==> src/sv/misaligned_access_v2_decoder_defines.svh <==
// Assertion macros shared by the misaligned access decoder RTL
`ifndef MISALIGNED_ACCESS_V2_DECODER_DEFINES_SVH
`define MISALIGNED_ACCESS_V2_DECODER_DEFINES_SVH

// same-cycle implication, sampled on clk, off during reset
`define MAD_ASSERT_NOW(name, ante, cons) \
  name: assert property (@(posedge clk) disable iff (!rst_n) (ante) |-> (cons)) \
    else $error("mad assertion failed");

// next-cycle implication, sampled on clk, off during reset
`define MAD_ASSERT_NEXT(name, ante, cons) \
  name: assert property (@(posedge clk) disable iff (!rst_n) (ante) |=> (cons)) \
    else $error("mad assertion failed");

`endif

==> src/sv/mad_pkg.sv <==
// Types and constants of the misaligned access decoder
`timescale 1ns / 1ps
package mad_pkg;

  typedef enum logic [1:0] {
    ST_ACCESS       = 2'd0,
    ST_NOT_HANDLED  = 2'd1,
    ST_USER_IGNORED = 2'd2,
    ST_USER_SIGNAL  = 2'd3
  } status_t;

  localparam int unsigned POL_WARN   = 0;
  localparam int unsigned POL_FIXUP  = 1;
  localparam int unsigned POL_SIGNAL = 2;
  localparam logic [2:0]  POLICY_RESET = 3'd2;

  localparam logic [1:0] T32_TAG = 2'b11;

  localparam logic [4:0] OP16_LDH    = 5'b10001;
  localparam logic [4:0] OP16_LDW    = 5'b10010;
  localparam logic [4:0] OP16_LDW_SP = 5'b10011;
  localparam logic [4:0] OP16_STH    = 5'b10101;
  localparam logic [4:0] OP16_STW    = 5'b10110;
  localparam logic [4:0] OP16_STW_SP = 5'b10111;

  localparam logic [5:0] OP32_IMM_LD = 6'b110110;
  localparam logic [5:0] OP32_IMM_ST = 6'b110111;
  localparam logic [5:0] OP32_REG_LD = 6'b110100;
  localparam logic [5:0] OP32_REG_ST = 6'b110101;

  localparam logic [3:0] SUBI_HALF    = 4'd1;
  localparam logic [3:0] SUBI_WORD    = 4'd2;
  localparam logic [3:0] SUBI_DOUBLE  = 4'd3;
  localparam logic [3:0] SUBI_HALF_SX = 4'd5;

  localparam logic [5:0] SUBR_HALF    = 6'd1;
  localparam logic [5:0] SUBR_WORD    = 6'd2;
  localparam logic [5:0] SUBR_HALF_SX = 6'd5;
  localparam logic [5:0] SUBR_MULTI   = 6'd7;

  localparam logic [4:0]  SP_REG     = 5'd14;
  localparam logic [2:0]  PC_STEP16  = 3'd2;
  localparam logic [2:0]  PC_STEP32  = 3'd4;
  localparam logic [31:0] WORD_BYTES = 32'd4;

  typedef struct packed {
    status_t     status;
    logic [31:0] acc_init;
    logic [31:0] mcand;
    logic [4:0]  mul;
    logic        is_store;
    logic        is_half;
    logic        sign_ext;
    logic [4:0]  reg_first;
    logic [4:0]  count;
    logic [2:0]  pc_step;
    logic        warn;
  } job_t;

  typedef struct packed {
    status_t     status;
    logic [31:0] mem_address;
    logic        is_store;
    logic        is_half;
    logic        sign_extend;
    logic [4:0]  reg_index;
    logic [2:0]  pc_step;
    logic        warn;
    logic        last;
  } res_t;

  typedef enum logic [2:0] {
    S_IDLE = 3'b001,
    S_CALC = 3'b010,
    S_EMIT = 3'b100
  } state_t;

endpackage

==> src/sv/mad_ifs.sv <==
// Channel interfaces of the misaligned access decoder
`timescale 1ns / 1ps
interface mad_in_if;
  logic        valid;
  logic        ready;
  logic [15:0] first_half;
  logic [15:0] second_half;
  logic [31:0] base_value;
  logic [31:0] index_value;
  logic [31:0] stack_value;
  logic        in_user_mode;

  modport source (output valid, first_half, second_half, base_value, index_value,
                  stack_value, in_user_mode, input ready);
  modport sink (input valid, first_half, second_half, base_value, index_value,
                stack_value, in_user_mode, output ready);
endinterface

interface mad_out_if;
  logic        valid;
  logic        ready;
  logic [1:0]  status;
  logic [31:0] mem_address;
  logic        is_store;
  logic        is_half;
  logic        sign_extend;
  logic [4:0]  reg_index;
  logic [2:0]  pc_step;
  logic        warn;
  logic        last;

  modport source (output valid, status, mem_address, is_store, is_half, sign_extend,
                  reg_index, pc_step, warn, last, input ready);
  modport sink (input valid, status, mem_address, is_store, is_half, sign_extend,
                reg_index, pc_step, warn, last, output ready);
endinterface

interface mad_cfg_if;
  logic       valid;
  logic       ready;
  logic [2:0] user_policy;

  modport source (output valid, user_policy, input ready);
  modport sink (input valid, user_policy, output ready);
endinterface

==> src/sv/mad_decode.sv <==
// Instruction decoder: access kind, start address terms, register run and checks
`timescale 1ns / 1ps
module mad_decode
  import mad_pkg::*;
(
  input  logic [15:0] first_half,
  input  logic [15:0] second_half,
  input  logic [31:0] base_value,
  input  logic [31:0] index_value,
  input  logic [31:0] stack_value,
  input  logic        in_user_mode,
  input  logic [2:0]  user_policy,
  output job_t        job
);

  logic        t32;
  logic [31:0] w;
  logic [4:0]  imm5;
  logic [2:0]  rz;
  logic [9:0]  spoff;
  logic [11:0] off;
  logic        ok;
  logic        store;
  logic        half;
  logic        sx;
  logic [4:0]  r0;
  logic [4:0]  cnt;
  logic [31:0] acc;
  logic [31:0] mcand;
  logic [4:0]  mul;
  logic [5:0]  last_reg;
  logic        reg_bad;
  logic        sp_bad;

  assign t32   = (first_half[15:14] == T32_TAG);
  assign w     = {first_half, second_half};
  assign imm5  = first_half[4:0];
  assign rz    = first_half[7:5];
  assign spoff = {first_half[10:8], imm5, 2'b00};
  assign off   = w[11:0];

  always_comb begin
    ok    = 1'b0;
    store = 1'b0;
    half  = 1'b0;
    sx    = 1'b0;
    r0    = '0;
    cnt   = '0;
    acc   = base_value;
    mcand = '0;
    mul   = 5'd1;
    if (!t32) begin
      r0 = {2'b00, rz};
      unique case (first_half[15:11])
        OP16_LDH: begin
          ok = 1'b1; half = 1'b1; mcand = {26'd0, imm5, 1'b0};
        end
        OP16_LDW: begin
          ok = 1'b1; mcand = {25'd0, imm5, 2'b00};
        end
        OP16_LDW_SP: begin
          ok = 1'b1; acc = stack_value; mcand = {22'd0, spoff};
        end
        OP16_STH: begin
          ok = 1'b1; store = 1'b1; half = 1'b1; mcand = {26'd0, imm5, 1'b0};
        end
        OP16_STW: begin
          ok = 1'b1; store = 1'b1; mcand = {25'd0, imm5, 2'b00};
        end
        OP16_STW_SP: begin
          ok = 1'b1; store = 1'b1; acc = stack_value; mcand = {22'd0, spoff};
        end
        default: ok = 1'b0;
      endcase
    end else begin
      unique case (w[31:26]) inside
        OP32_IMM_LD, OP32_IMM_ST: begin
          store = w[26];
          r0    = w[25:21];
          unique case (w[15:12])
            SUBI_HALF: begin
              ok = 1'b1; half = 1'b1; mcand = {19'd0, off, 1'b0};
            end
            SUBI_HALF_SX: begin
              ok = !store; half = 1'b1; sx = 1'b1; mcand = {19'd0, off, 1'b0};
            end
            SUBI_WORD: begin
              ok = 1'b1; mcand = {18'd0, off, 2'b00};
            end
            SUBI_DOUBLE: begin
              ok = 1'b1; cnt = 5'd1; mcand = {18'd0, off, 2'b00};
            end
            default: ok = 1'b0;
          endcase
        end
        OP32_REG_LD, OP32_REG_ST: begin
          store = w[26];
          r0    = w[4:0];
          mcand = index_value;
          mul   = w[9:5];
          unique case (w[15:10])
            SUBR_HALF: begin
              ok = 1'b1; half = 1'b1;
            end
            SUBR_HALF_SX: begin
              ok = !store; half = 1'b1; sx = 1'b1;
            end
            SUBR_WORD: ok = 1'b1;
            SUBR_MULTI: begin
              ok = 1'b1; r0 = w[25:21]; cnt = w[4:0]; mul = '0;
            end
            default: ok = 1'b0;
          endcase
        end
        default: ok = 1'b0;
      endcase
    end
  end

  assign last_reg = {1'b0, r0} + {1'b0, cnt};
  assign reg_bad  = last_reg[5];
  assign sp_bad   = !in_user_mode && !store && ({1'b0, r0} <= {1'b0, SP_REG}) &&
                    (last_reg >= {1'b0, SP_REG});

  always_comb begin
    job.acc_init  = acc;
    job.mcand     = mcand;
    job.mul       = mul;
    job.is_store  = store;
    job.is_half   = half;
    job.sign_ext  = sx;
    job.reg_first = r0;
    job.count     = cnt;
    job.pc_step   = t32 ? PC_STEP32 : PC_STEP16;
    job.warn      = in_user_mode && user_policy[POL_WARN];
    if (in_user_mode && !user_policy[POL_FIXUP]) begin
      job.status = user_policy[POL_SIGNAL] ? ST_USER_SIGNAL : ST_USER_IGNORED;
    end else if (!ok || reg_bad || sp_bad) begin
      job.status = ST_NOT_HANDLED;
    end else begin
      job.status = ST_ACCESS;
    end
    if (job.status != ST_ACCESS) begin
      job.mul   = '0;
      job.count = '0;
    end
  end

endmodule

==> src/sv/misaligned_access_v2_decoder.sv <==
// Top level of the misaligned access decoder: sequencer, shared adder, result register
//
//   channel    dir   handshake      payload
//   in_chan    in    valid/ready    instruction halfwords, base/index/stack, mode
//   out_chan   out   valid/ready    one fault status, or 1 to 32 accesses, per transaction
//   cfg_chan   in    valid/ready    user_policy
//
// One transaction is taken when idle; a 32-bit shift-add unit then forms the address in
// the CALC state, a multiplier bit at a time, for an immediate offset or register-scaled index;
// a multiple form, a zero scale or a fault skips the CALC state.
// Then one result per cycle while out_chan is free, 1 to 32, the same adder stepping by 4.
// Output stalls hold the sequencer; cfg_chan is always ready.
// rst_n is synchronous; it clears the sequencer, the output valid and sets user_policy to 2.
`timescale 1ns / 1ps
`include "misaligned_access_v2_decoder_defines.svh"
module misaligned_access_v2_decoder
  import mad_pkg::*;
(
  input  logic     clk,
  input  logic     rst_n,
  mad_in_if.sink   in_chan,
  mad_out_if.source out_chan,
  mad_cfg_if.sink  cfg_chan
);

  state_t      state_r, state_nxt;
  logic [2:0]  policy_r;
  job_t        job;
  job_t        job_r;
  logic [31:0] acc_r;
  logic [31:0] mcand_r;
  logic [4:0]  mul_r;
  logic [4:0]  reg_r;
  logic [4:0]  cnt_r;
  res_t        out_r;
  res_t        res;
  logic        out_valid_r;
  logic        accept;
  logic        slot_free;
  logic        emit;
  logic        access;
  logic        out_fault;
  logic [31:0] addend;
  logic [31:0] sum;

  mad_decode u_decode (
    .first_half   (in_chan.first_half),
    .second_half  (in_chan.second_half),
    .base_value   (in_chan.base_value),
    .index_value  (in_chan.index_value),
    .stack_value  (in_chan.stack_value),
    .in_user_mode (in_chan.in_user_mode),
    .user_policy  (policy_r),
    .job          (job)
  );

  assign in_chan.ready  = (state_r == S_IDLE);
  assign cfg_chan.ready = 1'b1;
  assign accept    = in_chan.valid && in_chan.ready;
  assign slot_free = !out_valid_r || out_chan.ready;
  assign emit      = (state_r == S_EMIT) && slot_free;

  assign addend = (state_r == S_CALC) ? (mul_r[0] ? mcand_r : '0) : WORD_BYTES;
  assign sum    = acc_r + addend;

  assign access = (job_r.status == ST_ACCESS);
  always_comb begin
    res.status      = job_r.status;
    res.mem_address = access ? acc_r : '0;
    res.is_store    = access && job_r.is_store;
    res.is_half     = access && job_r.is_half;
    res.sign_extend = access && job_r.sign_ext;
    res.reg_index   = access ? reg_r : '0;
    res.pc_step     = (access && cnt_r == '0) ? job_r.pc_step : '0;
    res.warn        = job_r.warn;
    res.last        = (cnt_r == '0);
  end

  always_comb begin
    state_nxt = state_r;
    unique case (state_r)
      S_IDLE: if (accept) begin
        state_nxt = (job.mul != '0) ? S_CALC : S_EMIT;
      end
      S_CALC: if (mul_r[4:1] == '0) begin
        state_nxt = S_EMIT;
      end
      S_EMIT: if (slot_free && cnt_r == '0) begin
        state_nxt = S_IDLE;
      end
      default: state_nxt = S_IDLE;
    endcase
  end

  always_ff @(posedge clk) begin
    if (!rst_n) begin
      state_r     <= S_IDLE;
      policy_r    <= POLICY_RESET;
      out_valid_r <= 1'b0;
      cnt_r       <= '0;
    end else begin
      state_r <= state_nxt;
      if (cfg_chan.valid) begin
        policy_r <= cfg_chan.user_policy;
      end
      if (emit) begin
        out_valid_r <= 1'b1;
      end else if (out_chan.ready) begin
        out_valid_r <= 1'b0;
      end
      if (accept) begin
        cnt_r <= job.count;
      end else if (emit && cnt_r != '0) begin
        cnt_r <= cnt_r - 5'd1;
      end
    end
  end

  always_ff @(posedge clk) begin
    if (accept) begin
      job_r   <= job;
      acc_r   <= job.acc_init;
      mcand_r <= job.mcand;
      mul_r   <= job.mul;
      reg_r   <= job.reg_first;
    end else if (state_r == S_CALC) begin
      acc_r   <= sum;
      mcand_r <= {mcand_r[30:0], 1'b0};
      mul_r   <= {1'b0, mul_r[4:1]};
    end else if (emit && cnt_r != '0) begin
      acc_r <= sum;
      reg_r <= reg_r + 5'd1;
    end
    if (emit) begin
      out_r <= res;
    end
  end

  assign out_chan.valid       = out_valid_r;
  assign out_chan.status      = out_r.status;
  assign out_chan.mem_address = out_r.mem_address;
  assign out_chan.is_store    = out_r.is_store;
  assign out_chan.is_half     = out_r.is_half;
  assign out_chan.sign_extend = out_r.sign_extend;
  assign out_chan.reg_index   = out_r.reg_index;
  assign out_chan.pc_step     = out_r.pc_step;
  assign out_chan.warn        = out_r.warn;
  assign out_chan.last        = out_r.last;

  assign out_fault = out_valid_r && (out_r.status != ST_ACCESS);

  `MAD_ASSERT_NEXT(a_accept_busy, accept, !in_chan.ready)
  `MAD_ASSERT_NOW(a_fault_single, out_fault, out_r.last && (out_r.pc_step == 3'd0))
  `MAD_ASSERT_NOW(a_step_on_last, out_valid_r && !out_r.last, out_r.pc_step == 3'd0)
  `MAD_ASSERT_NEXT(a_done_idle, emit && (cnt_r == 5'd0), state_r == S_IDLE)
  `MAD_ASSERT_NOW(a_calc_busy, state_r == S_CALC, mul_r != 5'd0)

endmodule

==> src/flat_wrapper.sv <==
// flat-port wrapper written by rule: the top's interface ports become plain ports
module misaligned_access_v2_decoder_flat import mad_pkg::*;
  (clk, rst_n, in_chan_valid, in_chan_first_half, in_chan_second_half, in_chan_base_value, in_chan_index_value, in_chan_stack_value, in_chan_in_user_mode, in_chan_ready, out_chan_valid, out_chan_status, out_chan_mem_address, out_chan_is_store, out_chan_is_half, out_chan_sign_extend, out_chan_reg_index, out_chan_pc_step, out_chan_warn, out_chan_last, out_chan_ready, cfg_chan_valid, cfg_chan_user_policy, cfg_chan_ready);
  mad_in_if in_chan_i ();
  mad_out_if out_chan_i ();
  mad_cfg_if cfg_chan_i ();
  input  logic clk;
  input  logic rst_n;
  input wire logic [$bits(in_chan_i.valid)-1:0] in_chan_valid;
  input wire logic [$bits(in_chan_i.first_half)-1:0] in_chan_first_half;
  input wire logic [$bits(in_chan_i.second_half)-1:0] in_chan_second_half;
  input wire logic [$bits(in_chan_i.base_value)-1:0] in_chan_base_value;
  input wire logic [$bits(in_chan_i.index_value)-1:0] in_chan_index_value;
  input wire logic [$bits(in_chan_i.stack_value)-1:0] in_chan_stack_value;
  input wire logic [$bits(in_chan_i.in_user_mode)-1:0] in_chan_in_user_mode;
  output wire logic [$bits(in_chan_i.ready)-1:0] in_chan_ready;
  output wire logic [$bits(out_chan_i.valid)-1:0] out_chan_valid;
  output wire logic [$bits(out_chan_i.status)-1:0] out_chan_status;
  output wire logic [$bits(out_chan_i.mem_address)-1:0] out_chan_mem_address;
  output wire logic [$bits(out_chan_i.is_store)-1:0] out_chan_is_store;
  output wire logic [$bits(out_chan_i.is_half)-1:0] out_chan_is_half;
  output wire logic [$bits(out_chan_i.sign_extend)-1:0] out_chan_sign_extend;
  output wire logic [$bits(out_chan_i.reg_index)-1:0] out_chan_reg_index;
  output wire logic [$bits(out_chan_i.pc_step)-1:0] out_chan_pc_step;
  output wire logic [$bits(out_chan_i.warn)-1:0] out_chan_warn;
  output wire logic [$bits(out_chan_i.last)-1:0] out_chan_last;
  input wire logic [$bits(out_chan_i.ready)-1:0] out_chan_ready;
  input wire logic [$bits(cfg_chan_i.valid)-1:0] cfg_chan_valid;
  input wire logic [$bits(cfg_chan_i.user_policy)-1:0] cfg_chan_user_policy;
  output wire logic [$bits(cfg_chan_i.ready)-1:0] cfg_chan_ready;
  assign in_chan_i.valid = in_chan_valid;
  assign in_chan_i.first_half = in_chan_first_half;
  assign in_chan_i.second_half = in_chan_second_half;
  assign in_chan_i.base_value = in_chan_base_value;
  assign in_chan_i.index_value = in_chan_index_value;
  assign in_chan_i.stack_value = in_chan_stack_value;
  assign in_chan_i.in_user_mode = in_chan_in_user_mode;
  assign in_chan_ready = in_chan_i.ready;
  assign out_chan_valid = out_chan_i.valid;
  assign out_chan_status = out_chan_i.status;
  assign out_chan_mem_address = out_chan_i.mem_address;
  assign out_chan_is_store = out_chan_i.is_store;
  assign out_chan_is_half = out_chan_i.is_half;
  assign out_chan_sign_extend = out_chan_i.sign_extend;
  assign out_chan_reg_index = out_chan_i.reg_index;
  assign out_chan_pc_step = out_chan_i.pc_step;
  assign out_chan_warn = out_chan_i.warn;
  assign out_chan_last = out_chan_i.last;
  assign out_chan_i.ready = out_chan_ready;
  assign cfg_chan_i.valid = cfg_chan_valid;
  assign cfg_chan_i.user_policy = cfg_chan_user_policy;
  assign cfg_chan_ready = cfg_chan_i.ready;
  misaligned_access_v2_decoder u_core (.clk(clk), .rst_n(rst_n), .in_chan(in_chan_i), .out_chan(out_chan_i), .cfg_chan(cfg_chan_i));
endmodule
==> config.mk <==
export PLATFORM = sky130hd
export DESIGN_NAME = misaligned_access_v2_decoder_flat
export DESIGN_NICKNAME = d
export VERILOG_FILES = /design/src/sv/mad_pkg.sv /design/src/sv/mad_ifs.sv /design/src/sv/mad_decode.sv /design/src/sv/misaligned_access_v2_decoder.sv /design/src/flat_wrapper.sv
export VERILOG_INCLUDE_DIRS = /design/src /design/src/sv
export SDC_FILE = /design/constraint.sdc
export NUM_CORES = 1
export LEC_CHECK = 0
export ABC_AREA = 1
export BUFFER_PORTS_ARGS = -buffer_cell sky130_fd_sc_hd__buf_2
export CORE_MARGIN = 4
export CORE_UTILIZATION = 36
export DETAILED_ROUTE_END_ITERATION = 8
export GPL_TIMING_DRIVEN = 0
export SLEW_MARGIN = 20
export SYNTH_ARGS = -nofsm -noshare
export SYNTH_HDL_FRONTEND = slang
export SYNTH_HIERARCHICAL = 1
export SYNTH_SLANG_ARGS = --single-unit
==> constraint.sdc <==
create_clock -name clk -period 3.8 [get_ports clk]
set_input_delay 0 -clock clk [delete_from_list [all_inputs] [get_ports clk]]
set_output_delay 0 -clock clk [all_outputs]
set_load 0.02 [all_outputs]
==> flow_metrics.env <==
export IMPL_critPathSlowestCell="dlygate4sd3_1"
export IMPL_first_iter_violations=671
export IMPL_vdd_drop_max_mv=0.2332
export IMPL_rsz0062_at_grt="no"
export IMPL_fin_crit_ps=3326
export IMPL_layout_drive_gt1_share=0.1985
export IMPL_wl_per_cell_um=15.25
export IMPL_startpoint_type="input pin"
export IMPL_rows=61
export IMPL_crit_fanout=10
export IMPL_num_vias=9604
export IMPL_cp_required_ps=4160
export IMPL_synth_edff_count=130
export IMPL_die_w_um=176.0
export IMPL_worst_slew_pin_slew_ps=834.1
export IMPL_ys_warn_count=6
export IMPL_cp_num_buf_inv=4
export IMPL_worstSkewPairLatency_ps=420
export IMPL_globalplace_congestion=0.9041
export IMPL_critical_path_max_stage_delay_ps=530
export IMPL_maxSlewHeadroom=0.4439
export IMPL_critical_path_depth=23
export IMPL_core_um2=27780
export IMPL_path_cells="dlygate4sd3_1, buf_2, nand4_1, nor2_4, buf_6, a31oi_1, inv_1, ha_1, fa_1, o21ai_0, nor2_1, nand3_1, nand2_1, nand2_1, nor2_4, o21ai_4, nand2_4, nor2_2, nor3_1, nand3_1, o21ai_0, nand4_1, a21oi_1"
export IMPL_cts_htree_levels=4
export IMPL_die_area_um2=30990
export IMPL_detail_route_antenna_nets=0
export IMPL_power_w=0.005588
export IMPL_cts_tree="built"
export IMPL_async_reset_ff_frac=0
export IMPL_io_pins=187
export IMPL_grt_max_degree=49
export IMPL_yosysTopAreaCell="edfxtp_1"
export IMPL_endpoint_kind="flip-flop"
export IMPL_routed_wl_mm=31.36
export IMPL_fmax_ghz=0.3007
export IMPL_cts_root_buf="clkbuf_16"
export IMPL_cts_buffers=17
export IMPL_cts_clk_slew_worst_paths_ps=70
export IMPL_n_antenna_cell=0
export IMPL_hold_path_class="input pin to flip-flop"
export IMPL_overflow=0
export IMPL_period_share=0.8752
export IMPL_highest_layer="met4"
export IMPL_grt_pass1_wl_mm=48.96
export IMPL_clkSinkCount=142
export IMPL_path_class="input pin to flip-flop"
export IMPL_setup_viol=0
export IMPL_place_hpwl_mm=24.49
export IMPL_grt_util_all_layers=0.2023
export IMPL_grt_pass1_vias=9488
export IMPL_wl_met2_mm=14.69
export IMPL_start_util=0.3659
export IMPL_syn_area_um2=10160
export IMPL_clk_path_buf_depth=2
export IMPL_synth_cell_type_count=46
export IMPL_synth_seq_cells=142
export IMPL_synth_top_flop_cell="edfxtp_1"
export IMPL_drtPass1Iterations=7
export IMPL_timing_hold_ws_ps=8.067
export IMPL_synth_top_area_share=0.3840
export IMPL_whs_path_depth=4
export IMPL_synthTopCellsByArea="edfxtp_1 38%, nand2_1 15%, inv_1 9.7%"
export IMPL_maxCapViolations=0
export IMPL_area_delta_synth_final_pct=27.17
export IMPL_arrival_ps=3690
export IMPL_yosysSeqAreaShare=0.4077
export IMPL_postCtsSetupRepairBufs=0
export IMPL_num_nets_final=1843
export IMPL_slew_violations=0
export IMPL_synth_avg_cell_area_um2=7.334
export IMPL_io_buffers=184
export IMPL_vias_per_cell=4.671
export IMPL_wl_met3_mm=1.576
export IMPL_dieHeight_um=176.0
export IMPL_p_leak_nw=6.443
export IMPL_p_per_area_nw_per_um2=432.3
export IMPL_skew_ps=11.88
export IMPL_critPathTopFamily="simple AND/OR/NAND/NOR gates"
export IMPL_status="complete, no violations"
export IMPL_syn_inst=1386
export IMPL_cts_resized=0
export IMPL_met1_length_mm=14.20
export IMPL_drc_errors=0
export IMPL_fin_util=0.4653
export IMPL_synth_net_count=1564
export IMPL_ff2ff_path_depth=16
export IMPL_finalHoldViolations=0
export IMPL_grt_antenna_before_repair=0
[per-layer routing]
layer	vias up	GRT usage
met5	-	0
met4	0	0.06855
met3	41	0.02891
met2	270	0.3374
met1	4359	0.2709
li1	4934	-
[power by group]
group | switching (W) | internal, W
Sequential | 0.000146 | 0.00211
Clock | 0.000743 | 0.000927
Combinational | 0.00107 | 0.000588
Total | 0.00196 | 0.00363
[worst reg2reg max path, cell delays in order (launching register included)]
cell and delay (ps):
dfxtp_1 370, inv_1 80, nand3_1 310, nor2_1 110, inv_1 100, buf_6 150
nor2_1 60, ha_1 250, fa_1 470, nand3_1 120, nand3_1 150, nand3_1 110
nand3_1 180, nand2_1 180, nand3_1 90, nand3_1 120, nand2_1 60
[path summary, 6_finish.rpt]
kind,start,to,slack [ps]
worst max-delay path,in_chan_first_half[14],u_core/state_r[2],470
worst min register to register,u_core/job_r[0],u_core/out_chan.warn,440
worst min-delay path,in_chan_base_value[15],u_core/acc_r[15],8
worst max register to register,u_core/state_r[2],u_core/acc_r[28],650
[cells in the mapped netlist, types with 2 or more instances]
| cell | n |
|---|---|
| a21oi_1 | 36 |
| a21oi_2 | 2 |
| a22o_1 | 3 |
| a22oi_1 | 8 |
| a31oi_1 | 3 |
| buf_1 | 2 |
| buf_2 | 9 |
| buf_4 | 14 |
| buf_6 | 5 |
| clkbuf_1 | 12 |
| conb_1 | 2 |
| dfxtp_1 | 12 |
| edfxtp_1 | 130 |
| fa_1 | 2 |
| ha_1 | 39 |
| inv_1 | 262 |
| inv_2 | 5 |
| mux2_2 | 32 |
| nand2_1 | 408 |
| nand2_2 | 13 |
| nand3_1 | 78 |
| nand3_2 | 2 |
| nand3b_1 | 6 |
| nand4_1 | 8 |
| nor2_1 | 156 |
| nor2_2 | 14 |
| nor2_4 | 4 |
| nor3_1 | 13 |
| o21ai_0 | 57 |
| o21ai_1 | 5 |
| o21bai_1 | 3 |
| o221ai_1 | 2 |
| o22ai_1 | 11 |
| o31ai_1 | 2 |
| or2_2 | 8 |
| xnor2_1 | 6 |
| xor2_1 | 3 |
[cell type report]
type / count / area (µm²)
fill: 2870 / 14860
multi-input combinational: 934 / 4761
sequential: 142 / 4144
buffer: 42 / 259.0
timing repair buffer: 260 / 1709
tap: 378 / 473.0
clock inverter: 14 / 142.6
inverter: 268 / 1008
clock buffer: 18 / 429.2
[through the flow]
| step | cells | area, µm² | TNS (ps) | setup slack, ps |
|---|---|---|---|---|
| 6_report | 2056 | 12930 | 0 | 474.1 |
| 5_1_grt | 2056 | 12930 | 0 | 222.6 |
| 4_1_cts | 2056 | 12930 | 0 | 503.2 |
| 3_5_place_dp | 1950 | 11610 | 0 | 497.5 |
| 3_3_place_gp | 1948 | 11560 | -15340 | -482.8 |
| 2_1_floorplan | 1386 | 10160 | 0 | 821.7 |
[cells by family (layout without fill, tap and decap cells)]
group                    count (synthesis)  in the layout  share of synthesized area
AO/OA/AOI/OAI                          135            135                    0.07558
adder cells (fa/ha/maj)                 41             41                    0.05195
XOR/XNOR                                 9              9                   0.007755
other                                    2              2                  0.0007388
buffers and inverters                  310            602                     0.1244
multiplexers                            32             32                    0.03545
flip-flops                             142            142                     0.4077
AND/OR/NAND/NOR                        715            715                     0.2964
[cells in the final DEF (no fill, tap or decap), drive strengths merged, types with 30 or more instances in the layout]
master / netlist / routed
clkbuf: 12 / 30
inv: 267 / 277
o21ai: 63 / 63
nand2: 422 / 422
dlygate4sd3: 0 / 74
edfxtp: 130 / 130
nand3: 81 / 81
mux2: 32 / 32
a21oi: 38 / 38
ha: 39 / 39
buf: 30 / 216
nor2: 174 / 174
[what timing repair did]
| action | 4_1_cts | 5_1_grt |
|---|---|---|
| endpoints found under the hold margin | 45 | 0 |
| endpoints found under the setup margin | 0 | 0 |
| hold buffers | 74 | 0 |
Power figures use the tool's default switching activity.
